--- config.mk ---
export PLATFORM = sky130hd
export DESIGN_NAME = decimal_field_formatter
export DESIGN_NICKNAME = d
export VERILOG_FILES = /design/src/rtl/dff_pkg.sv /design/src/rtl/decimal_field_formatter.sv /design/src/rtl/dff_front.sv /design/src/rtl/dff_back.sv
export VERILOG_INCLUDE_DIRS = /design/src /design/src/rtl
export SDC_FILE = /design/constraint.sdc
export NUM_CORES = 1
export LEC_CHECK = 0
export BUFFER_PORTS_ARGS = -buffer_cell sky130_fd_sc_hd__buf_2
export CAP_MARGIN = 20
export CORE_MARGIN = 2
export CORE_UTILIZATION = 40
export DETAILED_ROUTE_END_ITERATION = 10
export GPL_TIMING_DRIVEN = 0
export PLACE_DENSITY_LB_ADDON = 0.2
export SLEW_MARGIN = 20
export SYNTH_ARGS = -nofsm -noshare
export SYNTH_HDL_FRONTEND = slang
export SYNTH_HIERARCHICAL = 1
export SYNTH_SLANG_ARGS = --single-unit
export TNS_END_PERCENT = 100
--- constraint.sdc ---
create_clock -name clk -period 7.65 [get_ports clk]
set_input_delay 0.765 -clock clk [delete_from_list [all_inputs] [get_ports clk]]
set_output_delay 0.765 -clock clk [all_outputs]
set_load 0.02 [all_outputs]
--- src/rtl/decimal_field_formatter_assert.svh ---
// Assertion macros used by the decimal field formatter back end.
`ifndef DECIMAL_FIELD_FORMATTER_ASSERT_SVH
`define DECIMAL_FIELD_FORMATTER_ASSERT_SVH

// Same-cycle implication, disabled while reset is asserted.
`define DFF_ASSERT_IMP(name, ck, rn, ante, cons) \
    name: assert property (@(posedge ck) disable iff (!rn) (ante) |-> (cons)) \
        else $error("decimal_field_formatter: same-cycle check failed");

// Next-cycle implication, disabled while reset is asserted.
`define DFF_ASSERT_NXT(name, ck, rn, ante, cons) \
    name: assert property (@(posedge ck) disable iff (!rn) (ante) |=> (cons)) \
        else $error("decimal_field_formatter: next-cycle check failed");

`endif

--- src/rtl/dff_pkg.sv ---
// Shared types and constants of the decimal field formatter.
package dff_pkg;

    localparam int MAX_DIGITS_DEF = 10;

    localparam int COORD_W = 10;
    localparam int CHAR_X_W = 11;
    localparam int VALUE_W = 32;
    localparam int COUNT_W = 4;
    localparam int SIZE_W = 6;
    localparam int HALF_W = SIZE_W - 1;
    localparam int CODE_W = 6;
    localparam int BIT_CNT_W = $clog2(VALUE_W);

    localparam logic [CODE_W-1:0] CH_ZERO = CODE_W'(48);
    localparam logic [CODE_W-1:0] CH_SPACE = CODE_W'(32);

    typedef struct packed {
        logic [COORD_W-1:0] start_x;
        logic [COORD_W-1:0] start_y;
        logic [VALUE_W-1:0] value;
        logic [COUNT_W-1:0] count;
        logic [HALF_W-1:0]  half_width;
        logic [SIZE_W-1:0]  glyph_size;
        logic               zero_fill;
    } dff_desc_t;

endpackage

--- src/rtl/decimal_field_formatter.sv ---
// Top level of the decimal field formatter.
// Each accepted item yields one character per decimal position, most significant first, with
// leading zeros shown as '0' or as a space; an item with a digit count of zero yields nothing.
// The back end takes an item from the queue, converts it by bit-serial binary to decimal
// conversion and then emits one character per cycle while the result register is free or
// being popped; it takes the next item only after the last character of the current one.
// A two-entry queue between front and back holds further items while one is being converted,
// and a result register holds the oldest character until popped.
module decimal_field_formatter
    import dff_pkg::*;
#(
    parameter int MAX_DIGITS = MAX_DIGITS_DEF
)
(
    input  logic                clk,
    input  logic                rst_n,
    input  logic                push,
    output logic                full,
    input  logic [COORD_W-1:0]  start_x,
    input  logic [COORD_W-1:0]  start_y,
    input  logic [VALUE_W-1:0]  value,
    input  logic [COUNT_W-1:0]  digit_count,
    input  logic [SIZE_W-1:0]   glyph_size,
    input  logic                zero_fill,
    output logic                empty,
    input  logic                pop,
    output logic [CODE_W-1:0]   char_code,
    output logic [CHAR_X_W-1:0] char_x,
    output logic [COORD_W-1:0]  char_y,
    output logic [SIZE_W-1:0]   char_size,
    output logic                last
);

    logic      desc_valid;
    logic      desc_take;
    dff_desc_t desc;

    dff_front #(
        .MAX_DIGITS (MAX_DIGITS)
    ) u_front (
        .clk         (clk),
        .rst_n       (rst_n),
        .push        (push),
        .full        (full),
        .start_x     (start_x),
        .start_y     (start_y),
        .value       (value),
        .digit_count (digit_count),
        .glyph_size  (glyph_size),
        .zero_fill   (zero_fill),
        .desc_valid  (desc_valid),
        .desc        (desc),
        .desc_take   (desc_take)
    );

    dff_back #(
        .MAX_DIGITS (MAX_DIGITS)
    ) u_back (
        .clk        (clk),
        .rst_n      (rst_n),
        .desc_valid (desc_valid),
        .desc       (desc),
        .desc_take  (desc_take),
        .empty      (empty),
        .pop        (pop),
        .char_code  (char_code),
        .char_x     (char_x),
        .char_y     (char_y),
        .char_size  (char_size),
        .last       (last)
    );

endmodule

--- src/rtl/dff_front.sv ---
// Input side: accepts items, saturates the digit count and queues the work.
module dff_front
    import dff_pkg::*;
#(
    parameter int MAX_DIGITS = MAX_DIGITS_DEF
)
(
    input  logic               clk,
    input  logic               rst_n,
    input  logic               push,
    output logic               full,
    input  logic [COORD_W-1:0] start_x,
    input  logic [COORD_W-1:0] start_y,
    input  logic [VALUE_W-1:0] value,
    input  logic [COUNT_W-1:0] digit_count,
    input  logic [SIZE_W-1:0]  glyph_size,
    input  logic               zero_fill,
    output logic               desc_valid,
    output dff_desc_t          desc,
    input  logic               desc_take
);

    localparam int QDEPTH = 2;
    localparam int QPTR_W = $clog2(QDEPTH);
    localparam int QCNT_W = $clog2(QDEPTH + 1);

    dff_desc_t          queue_mem [QDEPTH];
    logic [QPTR_W-1:0]  wr_ptr_reg;
    logic [QPTR_W-1:0]  wr_ptr_next;
    logic [QPTR_W-1:0]  rd_ptr_reg;
    logic [QPTR_W-1:0]  rd_ptr_next;
    logic [QCNT_W-1:0]  fill_reg;
    logic [QCNT_W-1:0]  fill_next;
    logic [COUNT_W-1:0] count_sat;
    logic               enqueue;
    dff_desc_t          in_desc;

    assign full = (fill_reg == QCNT_W'(QDEPTH));
    assign desc_valid = (fill_reg != '0);
    assign desc = queue_mem[rd_ptr_reg];

    assign count_sat = (digit_count > COUNT_W'(MAX_DIGITS)) ? COUNT_W'(MAX_DIGITS)
                                                             : digit_count;

    // An item with a digit count of zero produces nothing and is dropped here.
    assign enqueue = push && !full && (count_sat != '0);

    always_comb
    begin
        in_desc.start_x    = start_x;
        in_desc.start_y    = start_y;
        in_desc.value      = value;
        in_desc.count      = count_sat;
        in_desc.half_width = glyph_size[SIZE_W-1:1];
        in_desc.glyph_size = glyph_size;
        in_desc.zero_fill  = zero_fill;
    end

    always_comb
    begin
        wr_ptr_next = wr_ptr_reg;
        rd_ptr_next = rd_ptr_reg;
        fill_next   = fill_reg;
        if (enqueue)
        begin
            wr_ptr_next = wr_ptr_reg + QPTR_W'(1);
        end
        if (desc_take)
        begin
            rd_ptr_next = rd_ptr_reg + QPTR_W'(1);
        end
        if (enqueue && !desc_take)
        begin
            fill_next = fill_reg + QCNT_W'(1);
        end
        else if (!enqueue && desc_take)
        begin
            fill_next = fill_reg - QCNT_W'(1);
        end
    end

    always_ff @(posedge clk or negedge rst_n)
    begin
        if (!rst_n)
        begin
            wr_ptr_reg <= '0;
            rd_ptr_reg <= '0;
            fill_reg   <= '0;
        end
        else
        begin
            wr_ptr_reg <= wr_ptr_next;
            rd_ptr_reg <= rd_ptr_next;
            fill_reg   <= fill_next;
        end
    end

    always_ff @(posedge clk)
    begin
        if (enqueue)
        begin
            queue_mem[wr_ptr_reg] <= in_desc;
        end
    end

endmodule

--- src/rtl/dff_back.sv ---
// Output side: bit-serial binary to decimal conversion and character emission.
module dff_back
    import dff_pkg::*;
#(
    parameter int MAX_DIGITS = MAX_DIGITS_DEF
)
(
    input  logic                clk,
    input  logic                rst_n,
    input  logic                desc_valid,
    input  dff_desc_t           desc,
    output logic                desc_take,
    output logic                empty,
    input  logic                pop,
    output logic [CODE_W-1:0]   char_code,
    output logic [CHAR_X_W-1:0] char_x,
    output logic [COORD_W-1:0]  char_y,
    output logic [SIZE_W-1:0]   char_size,
    output logic                last
);

`include "decimal_field_formatter_assert.svh"

    localparam int BCD_W = 4 * MAX_DIGITS;
    localparam int IDX_W = (MAX_DIGITS > 1) ? $clog2(MAX_DIGITS) : 1;

    typedef enum logic [1:0] {
        ST_IDLE,
        ST_CONV,
        ST_EMIT
    } state_t;

    state_t                state_reg;
    state_t                state_next;
    dff_desc_t             work_reg;
    dff_desc_t             work_next;
    logic [VALUE_W-1:0]    bin_reg;
    logic [VALUE_W-1:0]    bin_next;
    logic [BCD_W-1:0]      bcd_reg;
    logic [BCD_W-1:0]      bcd_next;
    logic [BCD_W-1:0]      bcd_adj;
    logic [BIT_CNT_W-1:0]  bit_cnt_reg;
    logic [BIT_CNT_W-1:0]  bit_cnt_next;
    logic [IDX_W-1:0]      idx_reg;
    logic [IDX_W-1:0]      idx_next;
    logic [CHAR_X_W-1:0]   x_reg;
    logic [CHAR_X_W-1:0]   x_next;
    logic                  shown_reg;
    logic                  shown_next;
    logic                  out_valid_reg;
    logic                  out_valid_next;
    logic [CODE_W-1:0]     code_reg;
    logic [CODE_W-1:0]     code_next;
    logic [CHAR_X_W-1:0]   cx_reg;
    logic [CHAR_X_W-1:0]   cx_next;
    logic [COORD_W-1:0]    cy_reg;
    logic [COORD_W-1:0]    cy_next;
    logic [SIZE_W-1:0]     cs_reg;
    logic [SIZE_W-1:0]     cs_next;
    logic                  last_reg;
    logic                  last_next;
    logic [3:0]            digits [MAX_DIGITS];
    logic [3:0]            cur_digit;
    logic                  final_pos;
    logic                  slot_free;

    assign empty     = !out_valid_reg;
    assign char_code = code_reg;
    assign char_x    = cx_reg;
    assign char_y    = cy_reg;
    assign char_size = cs_reg;
    assign last      = last_reg;

    assign desc_take = (state_reg == ST_IDLE) && desc_valid;
    assign slot_free = !out_valid_reg || pop;
    assign final_pos = (idx_reg == '0);

    always_comb
    begin
        for (int i = 0; i < MAX_DIGITS; i++)
        begin
            digits[i] = bcd_reg[4*i +: 4];
            bcd_adj[4*i +: 4] = (bcd_reg[4*i +: 4] >= 4'd5) ? bcd_reg[4*i +: 4] + 4'd3
                                                            : bcd_reg[4*i +: 4];
        end
    end

    assign cur_digit = digits[idx_reg];

    always_comb
    begin
        state_next     = state_reg;
        work_next      = work_reg;
        bin_next       = bin_reg;
        bcd_next       = bcd_reg;
        bit_cnt_next   = bit_cnt_reg;
        idx_next       = idx_reg;
        x_next         = x_reg;
        shown_next     = shown_reg;
        out_valid_next = out_valid_reg && !pop;
        code_next      = code_reg;
        cx_next        = cx_reg;
        cy_next        = cy_reg;
        cs_next        = cs_reg;
        last_next      = last_reg;
        case (state_reg)
            ST_IDLE:
            begin
                if (desc_valid)
                begin
                    work_next    = desc;
                    bin_next     = desc.value;
                    bcd_next     = '0;
                    bit_cnt_next = '0;
                    state_next   = ST_CONV;
                end
            end
            ST_CONV:
            begin
                // Digits above the register's top drop out, leaving the value
                // modulo ten to the number of digits.
                bcd_next     = {bcd_adj[BCD_W-2:0], bin_reg[VALUE_W-1]};
                bin_next     = {bin_reg[VALUE_W-2:0], 1'b0};
                bit_cnt_next = bit_cnt_reg + BIT_CNT_W'(1);
                if (bit_cnt_reg == BIT_CNT_W'(VALUE_W - 1))
                begin
                    idx_next   = IDX_W'(work_reg.count - COUNT_W'(1));
                    x_next     = CHAR_X_W'(work_reg.start_x);
                    shown_next = 1'b0;
                    state_next = ST_EMIT;
                end
            end
            ST_EMIT:
            begin
                if (slot_free)
                begin
                    out_valid_next = 1'b1;
                    if (!shown_reg && !final_pos && (cur_digit == 4'd0))
                    begin
                        code_next = work_reg.zero_fill ? CH_ZERO : CH_SPACE;
                    end
                    else
                    begin
                        shown_next = 1'b1;
                        code_next  = CH_ZERO + CODE_W'(cur_digit);
                    end
                    cx_next   = x_reg;
                    cy_next   = work_reg.start_y;
                    cs_next   = work_reg.glyph_size;
                    last_next = final_pos;
                    x_next    = x_reg + CHAR_X_W'(work_reg.half_width);
                    idx_next  = idx_reg - IDX_W'(1);
                    if (final_pos)
                    begin
                        state_next = ST_IDLE;
                    end
                end
            end
            default:
            begin
                state_next = ST_IDLE;
            end
        endcase
    end

    always_ff @(posedge clk or negedge rst_n)
    begin
        if (!rst_n)
        begin
            state_reg     <= ST_IDLE;
            work_reg      <= '0;
            bin_reg       <= '0;
            bcd_reg       <= '0;
            bit_cnt_reg   <= '0;
            idx_reg       <= '0;
            x_reg         <= '0;
            shown_reg     <= 1'b0;
            out_valid_reg <= 1'b0;
            code_reg      <= '0;
            cx_reg        <= '0;
            cy_reg        <= '0;
            cs_reg        <= '0;
            last_reg      <= 1'b0;
        end
        else
        begin
            state_reg     <= state_next;
            work_reg      <= work_next;
            bin_reg       <= bin_next;
            bcd_reg       <= bcd_next;
            bit_cnt_reg   <= bit_cnt_next;
            idx_reg       <= idx_next;
            x_reg         <= x_next;
            shown_reg     <= shown_next;
            out_valid_reg <= out_valid_next;
            code_reg      <= code_next;
            cx_reg        <= cx_next;
            cy_reg        <= cy_next;
            cs_reg        <= cs_next;
            last_reg      <= last_next;
        end
    end

    `DFF_ASSERT_IMP(a_idx_in_range, clk, rst_n, state_reg == ST_EMIT, (COUNT_W'(idx_reg) < work_reg.count))
    `DFF_ASSERT_IMP(a_code_legal, clk, rst_n, out_valid_reg, (code_reg == CH_SPACE) || ((code_reg >= CH_ZERO) && (code_reg <= CH_ZERO + CODE_W'(9))))
    `DFF_ASSERT_NXT(a_last_ends_item, clk, rst_n, (state_reg == ST_EMIT) && slot_free && final_pos, (state_reg == ST_IDLE) && last_reg && out_valid_reg)
    `DFF_ASSERT_IMP(a_space_before_digit, clk, rst_n, out_valid_reg && last_reg, code_reg != CH_SPACE)

endmodule
# Yosys cells after proc, flatten, opt, wreduce, memory -nomap -nowiden
# Memory sizes are Yosys's and may differ from the RTL's.
# Cells that the tools add are included.
[totals]
memories = 1
wordCells = 137
regBits = 170
in_bits = 67
ram_bits = 136
output_inout_bits = 36
romBits = 0
latchBits = 0
[memory_table]
columns = ["name", "words", "word_bits", "rd", "rd_ports_with_merged_regs", "wr", "line", "text"]
rows = [
  ["u_front.queue_mem", 2, 68, 1, 0, 1, "dff_front.sv:27", "dff_desc_t queue_mem [QDEPTH];"],
]
[classes]
add_sub_neg = 19
reduce_logical = 30
shift = 0
bitwise_logic = 1
magnitude_cmp = 12
n_eq_ne = 9
mux = 43
div_mod_pow = 0
mul = 0
[op_table]
columns = ["op", "count"]
rows = [
  ["40-bit one-hot mux with 2 select lines", 1],
  ["32-bit one-hot mux with 2 select lines", 1],
  ["4-bit two-way mux", 14],
  ["4-bit by 3-bit >= comparator with 1-bit output, second input constant", 10],
  ["40-bit two-way mux", 1],
  ["4-bit by 2-bit adder with 4-bit output, second input constant", 9],
  ["32-bit two-way mux", 1],
  ["11-bit two-way mux", 2],
  ["11-bit one-hot mux with 2 select lines", 1],
  ["4-bit binary-select mux with 4-bit select", 1],
  ["2-bit two-way mux", 6],
  ["11-bit by 5-bit adder with 11-bit output", 1],
  ["5-bit two-way mux", 2],
  ["5-bit one-hot mux with 2 select lines", 1],
  ["1-bit logical AND", 8],
  ["4-bit logical NOT", 2],
  ["2-bit by 1-bit inequality test with 1-bit output, second input constant", 4],
  ["4-bit one-hot mux with 2 select lines", 1],
  ["4-bit AND reduction", 2],
  ["2-bit nonzero test", 4],
  ["4-bit by 1-bit subtractor with 4-bit output, second input constant", 2],
  ["1-bit logical NOT", 7],
  ["1-bit two-way mux", 7],
  ["5-bit by 5-bit adder with 6-bit output, first input constant", 1],
  ["21 further kinds", 25],
]

# Longest topological paths before layout
[logic_depth]
depth_word = 9
ltp_mapped = 10
ltp_nobuf = 9

# Modules after synthesis
# The synthesis kept the hierarchy.
[by_module_without_submodules]
columns = ["mod", "n_inst", "seq_area_each_um2", "area_each_um2", "cells_each"]
rows = [
  ["dff_back", 1, 4154.0, 7980.2, 875],
  ["dff_front", 1, 3883.7, 4819.6, 225],
]

# Worst setup path after synthesis
# OpenSTA, ideal clock, no wires.
[synth_timing]
path_type = "input-to-reg"
from = "input port digit_count[2]"
to = "memory u_front/queue_mem[0][0] (netlist bit) (enable)"
n_path_buf = 0
path_stages = 3
arrival_time_ns = 3.632
path_slack_ns = 3.533
setup_ns = 0.484
t_required_ns = 7.166
path_cell_list = "or2_4 -> o311ai_4 -> nor2_1"
[synth_between]
elab_chain_len = 6
[synth_lines]
columns = ["element", "line", "text"]
rows = [
  ["start, declared", "decimal_field_formatter.sv:22", "input logic [COUNT_W-1:0] digit_count,"],
  ["4-bit > comparator", "dff_front.sv:42", "assign count_sat = (digit_count > COUNT_W'(MAX_DIGITS)) ? COUNT_W'(MAX_DIGITS)"],
  ["4-bit two-way mux *", "dff_front.sv:42", ""],
  ["4-bit nonzero test *", "dff_front.sv:46", "assign enqueue = push && !full && (count_sat != '0);"],
  ["1-bit logical AND *", "dff_front.sv:46", ""],
  ["1-bit two-way mux *", "dff_front.sv:100", "if (enqueue)"],
  ["1-bit two-way mux (not written as such) *", "dff_front.sv:102", "queue_mem[wr_ptr_reg] <= in_desc;"],
  ["end, declared", "dff_front.sv:27", ""],
]
# Mark *: on every way between the ends. The rest lies on a longest branch, timed or not.

# Worst setup path after layout
[layout_timing]
from = "register u_front.fill_reg[0]"
to = "register u_front.fill_reg[1]"
[layout_between]
elab_cells_between_ends = 15
cone_classes = "add/sub (2); eq/ne (1); mux (2); reduce/logical (10)"
[layout_rtl]
columns = ["element", "line", "text"]
rows = [
  ["start, declared", "dff_front.sv:32", "logic [QCNT_W-1:0] fill_reg;"],
  ["start signal, assigned", "dff_front.sv:94", "fill_reg <= fill_next;"],
  ["2-bit nonzero test *", "dff_front.sv:39", "assign desc_valid = (fill_reg != '0);"],
  ["via desc_valid", "decimal_field_formatter.sv:34", "logic desc_valid;"],
  ["1-bit logical AND *", "dff_back.sv:74", "assign desc_take = (state_reg == ST_IDLE) && desc_valid;"],
  ["via desc_take", "decimal_field_formatter.sv:35", "logic desc_take;"],
  ["1-bit logical NOT", "dff_front.sv:72", "if (enqueue && !desc_take)"],
  ["1-bit logical AND", "dff_front.sv:72", ""],
  ["2-bit two-way mux / 2-bit nonzero test (equally long branches)", "n/a", ""],
]
# The timed path passes the listed nets; every way through them passes the cells marked *. The select of a mux whose other input is x is not followed.
# A chain may end at the register's enable or synchronous reset.

==> results.yml <==
outcome:
  outcome: "finished, final reports clean"
worst_setup_path:
  max_stage_delay_ns: 0.43
  worstSetupPathType: "flip-flop to flip-flop"
  crit_family: "buffers and inverters"
  crit_chain: "or2_2, nand2_1, clkbuf_1, inv_2, clkbuf_1, inv_1, ha_1, xor2_1, nor2_1, xor2_1"
  crit_end: "u_front/fill_reg[1]$_DFFE_PN0P_"
  slowest_stage: "clkbuf_1"
  r2r_cells: 10
  critPathBufInv: 4
  r2r_start: "u_front/fill_reg[0]$_DFFE_PN0P_"
  cp.required_ns: 8.05
  cp_data_arrival_time_ns: 2.92
  r2r-end: "u_front/fill_reg[1]$_DFFE_PN0P_"
  cp_max_fo: 11
  crit_cells: 10
  crit_start: "u_front/fill_reg[0]$_DFFE_PN0P_"
  endpoint_kind: "flip-flop"
  startpoint_type: "flip-flop"
  reg2reg_slack_ns: 5.14
grt:
  grtUsageTotal_pct: 17.8
  grt_overflow: 0
  first_global_vias: 8584
  grt_pass1_wl_microns: 47000
  antenna_found_initial: 5
  grt_max_degree: 72
final_layout:
  largest_reg_flops: 126
  layout.nets: 1340
  final_util_pct: 47.8
  regArea_sq_mm: 0.00804
  fillCellCount: 2920
  drive_gt1_share_pct: 19.8
  multiInputGateArea_sq_mm: 0.00435
  syn2layout_area_growth_pct: 17.9
clocking:
  numCtsBuffers: 34
  cts.sinks: 296
  clk_pin_slew_ns: 0.06
  cts_root_buf: "clkbuf_16"
  htreeDepth: 2
  insertion_delay_ns: 0.51
  ctsHoldBuffers: 0
  cts_tree: "yes"
  post-cts-setup-buffers: 0
  ctsResizeCount: 0
  clk_path_buf_depth: 3
synthesis:
  yosysMostFrequentCell: "nand2_1"
  avgSynthCellArea_sq_um: 11.6
  synth_edf_count: 126
  synthFlopType: "dfrtp_1"
  synthesis.area_sq_mm: 0.0128
  synth_top_area_cell: "dfrtp_1"
  synth_common_cells: "233 x nand2_1, 170 x dfrtp_1, 126 x edfxtp_1, 95 x nor2_1, 63 x mux2_2"
  synth_top_area_share_pct: 33.2
  yosys-top-cells-area: "dfrtp_1 33%, edfxtp_1 30%, nand2_1 6.8%"
  ys_seq_elements: 296
  synthCells: 1100
  synth_cell_type_count: 54
  async_flop_share_pct: 57.4
  synth-seq-area-share_pct: 62.8
  synth_warnings: 6
  synthesis.nets: 1197
power:
  powerDensity_mw_per_mm2: 398
  leakagePower_nw: 6.47
  peakVddDrop_mv: 0.217
min_path:
  hold_class: "input pin to asynchronous set/reset pin"
die:
  coreArea_sq_mm: 0.0316
  std_cell_rows: 65
  dieHeight_microns: 183
  die_width_microns: 183
  io_pins: 103
  initial_core_util_pct: 40.6
  dieArea_sq_mm: 0.0334
placement:
  gp_congestion: 0.839
  io_buffers: 102
  place_hpwl_microns: 20100
job:
  maxCapViolCount: 0
drt:
  drt_wl_total_microns: 29100
  ant_nets: 0
  vias: 8436
  drt_iter0_drc: 566
  wire_per_inst_microns: 17.4
  via_per_inst: 5.05
  drt_pre_antenna_iters: 4
  drc: 0
timing:
  rsz0062_at_grt: "no"
  min_period_ns: 2.51
  hold_violations: 0
  fin_skew_ns: 0.0188
  setup_viol: 0
  worst_pin_slew_ns: 0.707
  slew_headroom_pct: 52.7
  setup_tns_ns: 0
  max_clock_freq_ghz: 0.398
  min_period_over_period_pct: 32.9
  slew_viol_final: 0
-- placed cells by master (no fill, tap or decap), drive strengths merged, types with 2 or more instances in the layout --
| master | count |
|---|---|
| and2 | 2 |
| xnor2 | 12 |
| a211oi | 2 |
| mux2i | 22 |
| o211ai | 2 |
| mux2 | 63 |
| nand3 | 28 |
| nand2 | 233 |
| a21o | 3 |
| edfxtp | 126 |
| o22ai | 37 |
| o31ai | 12 |
| clkinv | 8 |
| o32ai | 9 |
| o21ai | 48 |
| a21boi | 2 |
| nor2 | 96 |
| a21oi | 30 |
| xor2 | 13 |
| bufinv | 3 |
| nor2b | 6 |
| nand4 | 3 |
| a32o | 10 |
| mux4 | 4 |
| dfrtp | 170 |
| diode | 2 |
| or2 | 2 |
| inv | 30 |
| o22a | 3 |
| nand2b | 17 |
| a31oi | 5 |
| nor3 | 5 |
| buf | 136 |
| ha | 29 |
| clkbuf | 85 |
-- area by class of cell --
type | instances | share of cell area [%]
sequential | 296 | 53.3
inverter | 30 | 0.746
clock inverter | 11 | 1.02
tap | 402 | 3.33
multi-input combinational | 709 | 28.8
antenna | 2 | 0.0332
buffer | 65 | 2.05
clock buffer | 49 | 6.42
timing repair buffer | 107 | 4.31
-- power by group --
group          switching (W)  total (W)  internal [W]
Combinational        0.00111    0.00191      0.000802
Sequential          0.000302    0.00249       0.00219
Clock               0.000629    0.00161      0.000985
-- logic make-up after synthesis --
kind of cell / Yosys count / share of synthesized area [%]
compound gates: 170 / 8.59
xor+xnor: 25 / 1.71
fa+ha+maj: 30 / 2.99
buf+inv: 95 / 3.29
flops: 296 / 62.8
mux: 89 / 7.97
simple gates: 395 / 12.6
-- per-layer routing --
metal	global-route usage (%)	part of all wire (%)	vias up
met5	0	0.096	-
met4	3.97	1.5	6
met3	3.79	5.0	44
met2	27.8	45	160
met1	25.8	48	4087
li1	-	-	4139
-- worst min path at each step --
| stage | endpoint | slack, ns | depth (start not counted) |
|---|---|---|---|
| after global routing | u_back/char_y[6]$_DFFE_PN0P_ | 0.14 | 1 |
| after floorplan | u_back/char_size[0]$_DFFE_PN0P_ | 0.44 | 2 |
| after CTS | u_back/char_y[2]$_DFFE_PN0P_ | 0.13 | 1 |
| after detailed placement | u_back/char_code[5]$_DFFE_PN0P_ | 0.45 | 1 |
| final | u_back/char_y[4]$_DFFE_PN0P_ | 0.13 | 1 |
| after global placement | u_back/char_size[1]$_DFFE_PN0P_ | 0.45 | 2 |
-- through the flow --
stage / total power (W) / std cells / hold WS (ns) / worst slack, ns / cell area (sq um)
after floorplan: 0.00382 / 1100 / 0.439 / 3.53 / 12800
after global placement: 0.00436 / 1604 / 0.452 / 1.63 / 13800
after detailed placement: 0.00442 / 1609 / 0.453 / 5.11 / 14000
after CTS: 0.00608 / 1669 / 0.129 / 5.11 / 15100
after global routing: 0.00642 / 1669 / 0.139 / 4.91 / 15100
final: 0.00601 / 1671 / 0.131 / 5.14 / 15100
(Power assumes the default switching activity.)
